==> config.mk <==
export PLATFORM = sky130hd
export DESIGN_NAME = postfix_expression_evaluator
export DESIGN_NICKNAME = d
export VERILOG_FILES = /design/src/rtl/pfx_pkg.sv /design/src/rtl/pfx_ram.sv /design/src/rtl/postfix_expression_evaluator.sv
export SDC_FILE = /design/constraint.sdc
export NUM_CORES = 2
export LEC_CHECK = 0
export BUFFER_PORTS_ARGS = -buffer_cell sky130_fd_sc_hd__clkbuf_2
export CORE_MARGIN = 2
export CORE_UTILIZATION = 48
export DETAILED_ROUTE_END_ITERATION = 6
export GPL_ROUTABILITY_DRIVEN = 0
export PLACE_DENSITY = 0.67
export SYNTH_ARGS = -nofsm -noshare
export SYNTH_HDL_FRONTEND = slang
export SYNTH_SLANG_ARGS = --single-unit
==> constraint.sdc <==
create_clock -name i_clk -period 19.6 [get_ports i_clk]
set_input_delay 0.98 -clock i_clk [delete_from_list [all_inputs] [get_ports i_clk]]
set_output_delay 0.98 -clock i_clk [all_outputs]
set_load 0.05 [all_outputs]
==> src/rtl/pfx_pkg.sv <==
// ----------------------------------------------------------------------------
// pfx_pkg
// Shared types of the postfix expression evaluator: token and result
// transfers, operator codes and status codes.
// ----------------------------------------------------------------------------
`default_nettype none

package pfx_pkg;

    typedef enum logic [1:0] {
        OP_ADD = 2'd0,
        OP_SUB = 2'd1,
        OP_MUL = 2'd2,
        OP_DIV = 2'd3
    } t_opcode;

    typedef enum logic [1:0] {
        ST_OK        = 2'd0,
        ST_DIV_ZERO  = 2'd1,
        ST_UNDERFLOW = 2'd2,
        ST_OVERFLOW  = 2'd3
    } t_status;

    typedef struct packed {
        logic               is_number;
        logic signed [31:0] token_value;
        t_opcode            opcode;
        logic               last;
    } t_in_item;

    typedef struct packed {
        logic signed [31:0] result_value;
        t_status            status;
    } t_out_item;

endpackage

`default_nettype wire

==> src/rtl/pfx_ram.sv <==
// ----------------------------------------------------------------------------
// pfx_ram
// Generic single-port-write, single-port-read RAM with registered read data.
// ----------------------------------------------------------------------------
`default_nettype none

module pfx_ram #(
    parameter int WIDTH = 32,
    parameter int DEPTH = 16
) (
    input  wire logic                                    i_clk,
    input  wire logic                                    i_wr_en,
    input  wire logic [(DEPTH > 1 ? $clog2(DEPTH) : 1)-1:0] i_wr_addr,
    input  wire logic [WIDTH-1:0]                        i_wr_data,
    input  wire logic                                    i_rd_en,
    input  wire logic [(DEPTH > 1 ? $clog2(DEPTH) : 1)-1:0] i_rd_addr,
    output logic      [WIDTH-1:0]                        o_rd_data
);

    logic [WIDTH-1:0] r_mem [DEPTH];

    always_ff @(posedge i_clk) begin
        if (i_wr_en) begin
            r_mem[i_wr_addr] <= i_wr_data;
        end
        if (i_rd_en) begin
            o_rd_data <= r_mem[i_rd_addr];
        end
    end

endmodule

`default_nettype wire

==> src/rtl/postfix_expression_evaluator.sv <==
// ----------------------------------------------------------------------------
// postfix_expression_evaluator
// Reverse Polish evaluator on signed Q16.16 values: numbers are pushed,
// operators pop two entries and push the saturated result, the last token
// of an expression delivers the top of stack and a status code.
// ----------------------------------------------------------------------------
//  Channel   Direction  Handshake               Payload
//  tokens    in         i_in_valid/o_in_stall   i_in_data  (t_in_item)
//  results   out        o_out_valid/i_out_stall o_out_data (t_out_item)
//
//  A number or a skipped token is done in S_IDLE, add and subtract in S_READ,
//  multiply in S_MUL, divide in S_READ when it saturates early or divides by
//  zero, else in S_DIV with a radix-2 divider that retires one quotient bit a cycle.
//  The top of stack lives in a register, the rest in a RAM with one read port.
//  Reset is synchronous and clears the state, stack count, error and result valid.
//  A pending result that is stalled holds off the next token only.
// ----------------------------------------------------------------------------
`default_nettype none

module postfix_expression_evaluator
    import pfx_pkg::*;
#(
    parameter int STACK_DEPTH = 16
) (
    input  wire logic     i_clk,
    input  wire logic     i_rst_n,
    input  wire logic     i_in_valid,
    output logic          o_in_stall,
    input  wire t_in_item i_in_data,
    output logic          o_out_valid,
    input  wire logic     i_out_stall,
    output t_out_item     o_out_data
);

    localparam int AW = (STACK_DEPTH > 1) ? $clog2(STACK_DEPTH) : 1;
    localparam int CW = $clog2(STACK_DEPTH + 1);
    localparam logic [4:0] DIV_LAST_STEP = 5'd31;
    localparam logic signed [31:0] Q_MAX = 32'sh7FFF_FFFF;
    localparam logic signed [31:0] Q_MIN = 32'sh8000_0000;

    typedef enum logic [1:0] {
        S_IDLE,
        S_READ,
        S_MUL,
        S_DIV
    } t_state;

    t_state             r_state, n_state;
    logic [CW-1:0]      r_count, n_count;
    t_status            r_err, n_err;
    logic signed [31:0] r_tos, n_tos;
    logic signed [31:0] r_b, n_b;
    t_opcode            r_op, n_op;
    logic               r_last, n_last;
    logic signed [63:0] r_prod, n_prod;
    logic [31:0]        r_rem, n_rem;
    logic [31:0]        r_dvd, n_dvd;
    logic [31:0]        r_quo, n_quo;
    logic [31:0]        r_mb, n_mb;
    logic               r_neg, n_neg;
    logic [4:0]         r_iter, n_iter;
    logic               r_out_valid, n_out_valid;
    t_out_item          r_out, n_out;

    logic               in_xfer;
    logic               fin;
    logic               fin_last;
    logic               wr_en;
    logic               rd_en;
    logic [CW-1:0]      count_m1;
    logic [CW-1:0]      count_m2;
    logic [31:0]        rd_raw;
    logic signed [31:0] op_a;
    logic [32:0]        sum;
    logic [31:0]        mag_a;
    logic [31:0]        mag_b;
    logic signed [47:0] mul_q;
    logic [32:0]        div_t;
    logic [32:0]        div_d;
    logic               div_ge;

    // Convert an unsigned quotient magnitude to a saturated signed value
    function automatic logic signed [31:0] quo_to_fix(input logic [31:0] q, input logic neg);
        logic signed [31:0] res;
        if (neg) begin
            res = (q > 32'h8000_0000) ? Q_MIN : -$signed(q);
        end else begin
            res = q[31] ? Q_MAX : $signed(q);
        end
        return res;
    endfunction

    pfx_ram #(
        .WIDTH(32),
        .DEPTH(STACK_DEPTH)
    ) u_stack (
        .i_clk    (i_clk),
        .i_wr_en  (wr_en),
        .i_wr_addr(count_m1[AW-1:0]),
        .i_wr_data(r_tos),
        .i_rd_en  (rd_en),
        .i_rd_addr(count_m2[AW-1:0]),
        .o_rd_data(rd_raw)
    );

    assign o_in_stall  = (r_state != S_IDLE) || (r_out_valid && i_out_stall);
    assign in_xfer     = i_in_valid && !o_in_stall;
    assign o_out_valid = r_out_valid;
    assign o_out_data  = r_out;

    assign count_m1 = r_count - CW'(1);
    assign count_m2 = r_count - CW'(2);

    // Shared datapath: operand A comes from the RAM, operand B from the old top
    assign op_a  = $signed(rd_raw);
    assign sum   = (r_op == OP_SUB) ? ({op_a[31], op_a} - {r_b[31], r_b})
                                    : ({op_a[31], op_a} + {r_b[31], r_b});
    assign mag_a = op_a[31] ? (~op_a + 32'd1) : op_a;
    assign mag_b = r_b[31] ? (~r_b + 32'd1) : r_b;
    assign mul_q = r_prod[63:16] + 48'(r_prod[63] && (r_prod[15:0] != 16'd0));
    assign div_t = {r_rem, r_dvd[31]};
    assign div_d = div_t - {1'b0, r_mb};
    assign div_ge = (div_t >= {1'b0, r_mb});

    always_comb begin
        n_state     = r_state;
        n_count     = r_count;
        n_err       = r_err;
        n_tos       = r_tos;
        n_b         = r_b;
        n_op        = r_op;
        n_last      = r_last;
        n_prod      = r_prod;
        n_rem       = r_rem;
        n_dvd       = r_dvd;
        n_quo       = r_quo;
        n_mb        = r_mb;
        n_neg       = r_neg;
        n_iter      = r_iter;
        n_out_valid = r_out_valid && i_out_stall;
        n_out       = r_out;
        wr_en       = 1'b0;
        rd_en       = 1'b0;
        fin         = 1'b0;
        fin_last    = r_last;

        unique case (r_state)
            S_IDLE: begin
                if (in_xfer) begin
                    fin_last = i_in_data.last;
                    n_last   = i_in_data.last;
                    if (r_err != ST_OK) begin
                        fin = 1'b1;
                    end else if (i_in_data.is_number) begin
                        fin = 1'b1;
                        if (r_count >= CW'(STACK_DEPTH)) begin
                            n_err = ST_OVERFLOW;
                        end else begin
                            // spill the old top into the RAM
                            wr_en   = (r_count != '0);
                            n_tos   = i_in_data.token_value;
                            n_count = r_count + CW'(1);
                        end
                    end else if (r_count < CW'(2)) begin
                        fin   = 1'b1;
                        n_err = ST_UNDERFLOW;
                    end else begin
                        rd_en   = 1'b1;
                        n_b     = r_tos;
                        n_op    = i_in_data.opcode;
                        n_state = S_READ;
                    end
                end
            end
            S_READ: begin
                n_count = count_m1;
                case (r_op)
                    OP_ADD, OP_SUB: begin
                        fin   = 1'b1;
                        n_tos = (sum[32] != sum[31]) ? (sum[32] ? Q_MIN : Q_MAX)
                                                     : $signed(sum[31:0]);
                    end
                    OP_MUL: begin
                        n_prod  = op_a * r_b;
                        n_state = S_MUL;
                    end
                    default: begin
                        n_neg = op_a[31] ^ r_b[31];
                        if (r_b == 32'sd0) begin
                            fin   = 1'b1;
                            n_err = ST_DIV_ZERO;
                        end else if ({16'd0, mag_a[31:16]} >= mag_b) begin
                            // quotient magnitude reaches 2^32: saturate at once
                            fin   = 1'b1;
                            n_tos = (op_a[31] ^ r_b[31]) ? Q_MIN : Q_MAX;
                        end else begin
                            n_rem   = {16'd0, mag_a[31:16]};
                            n_dvd   = {mag_a[15:0], 16'd0};
                            n_mb    = mag_b;
                            n_quo   = '0;
                            n_iter  = '0;
                            n_state = S_DIV;
                        end
                    end
                endcase
            end
            S_MUL: begin
                fin   = 1'b1;
                n_tos = ((&mul_q[47:31]) || !(|mul_q[47:31])) ? mul_q[31:0]
                        : (mul_q[47] ? Q_MIN : Q_MAX);
            end
            S_DIV: begin
                n_rem  = div_ge ? div_d[31:0] : div_t[31:0];
                n_quo  = {r_quo[30:0], div_ge};
                n_dvd  = {r_dvd[30:0], 1'b0};
                n_iter = r_iter + 5'd1;
                if (r_iter == DIV_LAST_STEP) begin
                    fin   = 1'b1;
                    n_tos = quo_to_fix({r_quo[30:0], div_ge}, r_neg);
                end
            end
            default: begin
                n_state = S_IDLE;
            end
        endcase

        if (fin) begin
            n_state = S_IDLE;
            if (fin_last) begin
                n_out_valid = 1'b1;
                if (n_err != ST_OK) begin
                    n_out.status       = n_err;
                    n_out.result_value = '0;
                end else if (n_count == '0) begin
                    n_out.status       = ST_UNDERFLOW;
                    n_out.result_value = '0;
                end else begin
                    n_out.status       = ST_OK;
                    n_out.result_value = n_tos;
                end
                n_count = '0;
                n_err   = ST_OK;
            end
        end
    end

    always_ff @(posedge i_clk) begin
        if (!i_rst_n) begin
            r_state     <= S_IDLE;
            r_count     <= '0;
            r_err       <= ST_OK;
            r_out_valid <= 1'b0;
        end else begin
            r_state     <= n_state;
            r_count     <= n_count;
            r_err       <= n_err;
            r_out_valid <= n_out_valid;
        end
        r_tos  <= n_tos;
        r_b    <= n_b;
        r_op   <= n_op;
        r_last <= n_last;
        r_prod <= n_prod;
        r_rem  <= n_rem;
        r_dvd  <= n_dvd;
        r_quo  <= n_quo;
        r_mb   <= n_mb;
        r_neg  <= n_neg;
        r_iter <= n_iter;
        r_out  <= n_out;
    end

endmodule

`default_nettype wire

-- Yosys cells after proc, flatten, opt, wreduce, memory -nomap -nowiden
Memory sizes are Yosys's and may differ from the RTL's. A register that Yosys moved wholly into a read port is not among the register bits.
Cells that the tools add are included.
- add/sub/neg operators: 11
- multiply operators: 1
- magnitude comparators: 5
- equal/unequal tests: 17
- multiplexer cells: 89
- bitwise logic cells: 10
- reduce and logical (&&, ||, !) cells: 31
- operators by type and width (cell ; number):
    two-way mux 32 bit ; 23
    one-hot mux 32 bit (2 select lines) ; 3
    one-hot mux 32 bit (4 select lines) ; 1
    two-way mux 31 bit ; 4
    adder 32 x 1 -> 32 bit, second input constant ; 2
    multiplier 32 x 32 -> 64 bit ; 1
    inverter 32 bit ; 2
    one-hot mux 31 bit (2 select lines) ; 1
    adder 48 x 1 -> 48 bit ; 1
    two-way mux 5 bit ; 9
    two-way mux 2 bit ; 17
    adder 32 x 32 -> 33 bit ; 1
    greater-or-equal comparator 33 x 32 -> 1 bit ; 1
    two-way mux 33 bit ; 1
    subtractor 32 x 32 -> 33 bit ; 1
    greater-or-equal comparator 16 x 32 -> 1 bit ; 1
    > comparator 32 bit, second input constant ; 1
    logical NOT 32 bit ; 1
    negation 32 bit ; 1
    subtractor 32 bit ; 1
    two-way mux 1 bit ; 23
    one-hot mux 5 bit (2 select lines) ; 2
    AND reduction 17 bit ; 1
    OR reduction 17 bit ; 1
    other kinds (30) ; 64
- register bits after elaboration: 308
- RAM bits: 512
- word-level logic and storage cells: 182
- memories: 1
- memories (name ; words ; bits a word ; rd ports ; clocked after Yosys merged registers in ; write ports ; RTL line ; RTL):
    u_stack.r_mem ; 16 ; 32 ; 1 ; 1 ; 1 ; pfx_ram.sv:20 ; logic [WIDTH-1:0] r_mem [DEPTH];

-- Logic depth before layout (Yosys ltp)
- depth after elaboration: 9
- depth in mapped cells: 32

-- By module
From an unflattened synthesis, not the netlist that was laid out.
- cells, all modules: 6866
- area, all modules: 76131.8 sq um
- modules (own cells, without submodules) (module ; instances ; cells an instance ; area each (sq um)):
    postfix_expression_evaluator ; 1 ; 6028 ; 55976.2
    pfx_ram ; 1 ; 838 ; 20155.6

-- Worst setup path after synthesis
Ideal clock, no wire load.
- path kind: register to register
- start point: register u_stack.o_rd_data[31], read port of u_stack.r_mem
- end point: register r_prod[62] (data pin)
- setup time: 0.137 ns
- arrival: 8.680 ns
- setup slack: 10.783 ns
- stages on the path, launching flop included: 32
- buffers on the path: 5
- cells stage by stage: edfxtp_1 clkbuf_1 clkbuf_1 clkbuf_1 clkbuf_1 nand2_1 inv_1 fa_1 inv_1 fa_1 inv_1 fa_1 fa_1 inv_1 fa_1 inv_1 fa_1 fa_1 inv_1 fa_1 inv_1 ha_1 clkbuf_1 nand4_1 nor3_1 and2_1 nand2_1 o211ai_1 o41a_1 a21oi_1 or4b_2 nand4_1
- cells in the longest elaborated chain, start to end: 1
- ends and longest elaborated chain (what ; RTL line ; RTL):
    from (decl) ; pfx_ram.sv:17 ; output logic [WIDTH-1:0] o_rd_data
    multiplier 32 x 32 -> 64 bit ; postfix_expression_evaluator.sv:184 ; n_prod = op_a * r_b;
    to (signal assigned) ; postfix_expression_evaluator.sv:263 ; r_prod <= n_prod;
    to (decl) ; postfix_expression_evaluator.sv:55 ; logic signed [63:0] r_prod, n_prod;
No other way between the ends.
A chain may end at the register's enable or synchronous reset.

-- Worst setup path in the final report
Same ends and word-level chain as after synthesis.

==> impl_metrics.py <==
metrics = {
    "grt": {
        "grt_first_pass_wirelength_um": 337000,
        "grt_pass1_vias": 54900,
        "grt_max_degree": 74,
        "antenna_found_initial": 14,
        "overflow": 0,
        "grt_usage_pct": 27.7,
    },
    "timing": {
        "skew_ps": 47.8,
        "grt_setup_unrepaired": "false",
        "hold_viol_final": 0,
        "worst_pin_slew_ps": 1380,
        "fmax_mhz": 106,
        "slew_headroom_pct": 7.91,
        "post-route-period-util_pct": 48.3,
        "final.setup.worst_slack_ps": 10140,
        "slew_viol_final": 0,
        "setup_viol": 0,
        "whs_ps": 467,
        "tns_ps": 0,
        "layout_min_cycle_time_ps": 9460,
    },
    "yosys": {
        "synth-seq-cells": 836,
        "netlist_top_cells_area": "edfxtp_1, fa_1, inv_1",
        "synth-edff-count": 793,
        "synth_seq_area_share_pct": 32.4,
        "synth_cell_types": 90,
        "synth_nets": 8176,
        "synth_top_cell_area_share_pct": 31.3,
        "synth_warnings": 0,
        "syn-cell-area_um2": 76100,
        "synthCells": 6769,
        "synth_top_flop_cell": "edfxtp_1",
        "yosysTopAreaCell": "edfxtp_1",
        "syn_area_per_cell_um2": 11.2,
        "postSynth.asyncResetShare_pct": 0,
    },
    "hold_path": {
        "hp-class": "flop to flop",
    },
    "clocking": {
        "cts_max_level": 3,
        "clk_pin_slew_ps": 70,
        "cts_resized": 0,
        "cts_made_buffers": 85,
        "numClockSinks": 836,
        "cts_tree": "built",
        "ctsHoldBuffers": 0,
        "insertion_delay_ps": 680,
        "cts_setup_buffers": 0,
        "clk_path_buf_depth": 3,
        "cts_root_buf": "clkbuf_16",
    },
    "floorplan": {
        "pin_count": 76,
        "fp.dieH_um": 402,
        "core_area_um2": 158000,
        "num_rows": 146,
        "die-area_um2": 162000,
        "initial_core_util_pct": 48.2,
        "die_x_um": 402,
    },
    "placement": {
        "port_buffers": 75,
        "placed_cells_incl_taps": 8642,
        "dpl-instance-area_um2": 78600,
        "pre_cts_ws_ps": 10090,
        "hpwl_um": 154000,
    },
    "critical_path": {
        "arrival_ps": 10000,
        "path_class": "flop to flop",
        "cp.required_ps": 20140,
        "rrSetupSlack_ps": 10140,
        "startpoint_type": "flop",
        "cp_max_fo": 41,
        "cp-end-kind": "flop",
    },
    "drt": {
        "drcViolationCount": 17,
        "post_drt_wl_per_cell_um": 25.1,
        "vias": 52600,
        "wirelength_um": 221000,
        "ant_nets": 0,
        "drt_iter0_drc": 5687,
        "first_pass_iters": 7,
        "vias_per_cell": 5.97,
    },
    "status": {
        "violations": "DRC",
        "status": "complete, but fails checks",
    },
    "layout": {
        "area_growth_syn_to_layout_pct": 7.09,
        "post-route-util_pct": 51.6,
        "multi_input_area_um2": 46200,
        "drive_above_1_share_pct": 8.29,
        "nets": 8064,
        "fin_area_um2": 81500,
        "fillCellCount": 13700,
        "final_cells": 8807,
        "regArea_um2": 24700,
    },
    "pwr": {
        "power.density_nw_per_um2": 88.7,
        "power_mw": 7.23,
        "power.leakage_nw": 33.3,
        "ir_worst_vdd_v": 0.000131,
    },
    "run": {
        "maxCapViolations": 0,
    },
}
==> area by class of cell <==
| type | instances | area share (%) |
|---|---|---|
| repair buffers | 190 | 1.52 |
| inverters | 1042 | 4.80 |
| clock inverters | 58 | 0.722 |
| flip-flops and latches | 836 | 30.3 |
| clock buffers | 99 | 2.76 |
| multi-input cells | 4502 | 56.7 |
| well taps | 2072 | 3.18 |
| diodes | 8 | 0.0246 |
==> synth_stat cells (11+ instances only) <==
cell      number
and3_1        55
dfxtp_1       43
nor2b_1       32
o22ai_1       34
o31ai_1       20
fa_1        1084
o21ai_0      159
buf_1         61
and2_1       524
o21a_1        31
a222oi_1      11
nand4_1       40
nand2_1      718
mux2i_1       14
inv_1       1040
nand3_1       78
nor2_1       255
a21oi_1      166
a221oi_1      20
o221ai_1      11
or4_1         21
mux4_2       160
a31oi_1       34
a21o_1        64
a211oi_1      26
or3_1         28
nor4_1        43
nor3_1        62
xnor2_1      149
ha_1         283
clkbuf_1     312
xor2_1        97
a41oi_1       14
o21bai_1      18
o211ai_1      23
and4_1        13
nand2b_1      32
edfxtp_1     793
buf_2         11
==> report_power, final <==
group	switching (mW)	internal [mW]	total, mW	leakage [nW]
Clock	0.735	0.927	1.66	1.35
Combinational	1.99	1.26	3.25	24.5
Sequential	0.128	2.19	2.31	7.44
==> critical path, cell delays in order (launching register included) <==
cell and delay (ps):
edfxtp_1 320, buf_4 290, buf_4 440, nand2_1 150, inv_1 170, fa_1 460, fa_1 560, fa_1 690
fa_1 990, inv_1 430, fa_1 600, inv_1 50, fa_1 490, fa_1 500, inv_1 60, fa_1 500
inv_1 40, ha_1 410, nand4_1 150, nor3_1 250, and2_1 200, nand2_1 60, o211ai_1 290, o41a_1 260
a21oi_1 170, or4b_2 660, nand4_1 100
==> metal layers <==
metal | global-route usage, % | up-vias | routed length [um]
met4 | 13.8 | 6 | 13500
met3 | 6.12 | 604 | 22000
met2 | 43.2 | 2691 | 101000
li1 | - | 22200 | -
met1 | 36.7 | 27100 | 84800
met5 | 0.476 | - | 93
==> placed cells by master (no fill, tap or decap), drive strengths merged, types with 28 or more instances in the layout <==
cell,count
xor2,97
ha,283
a31oi,34
mux4,160
nand3,78
o21a,31
a21o,64
fa,1084
nand4,41
and2,525
nand2b,32
nand2,718
edfxtp,793
and3,55
xnor2,149
o22ai,34
nor4,45
inv,1046
clkinv,35
nor2,255
dfxtp,43
a21oi,166
o21ai,168
clkbuf,174
nor2b,32
buf,115
nor3,64
or3,28
==> logic make-up after synthesis <==
group / Yosys count / synth area share (%)
DFF: 836 / 32.4
and+or+nand+nor: 1953 / 12.9
AOI/OAI and AO/OA: 759 / 6.64
adders and majority gates: 1367 / 33.2
xor gates and xnor gates: 246 / 2.83
buffers and inverters: 1431 / 7.11
muxes: 177 / 4.96
==> worst paths after layout <==
path,from,endpoint,depth (start not counted)
worst max register to register,u_stack.o_rd_data[31],r_prod[62],26
worst min register to register,r_last,r_last,2
worst max-delay path,u_stack.o_rd_data[31],r_prod[62],26
worst min-delay path,r_last,r_last,2
==> sequential cells by signal, summed over array words and instances, names as in the netlist <==
| register | cells |
|---|---|
| o_out_data | 34 |
| o_out_valid | 1 |
| r_b | 32 |
| r_count | 5 |
| r_dvd | 16 |
| r_err | 2 |
| r_iter | 5 |
| r_last | 1 |
| r_mb | 32 |
| r_neg | 1 |
| r_op | 2 |
| r_prod | 64 |
| r_quo | 31 |
| r_rem | 32 |
| r_state | 2 |
| r_tos | 32 |
| u_stack.o_rd_data | 32 |
| u_stack.r_mem | 512 |
(Power assumes the default switching activity.)
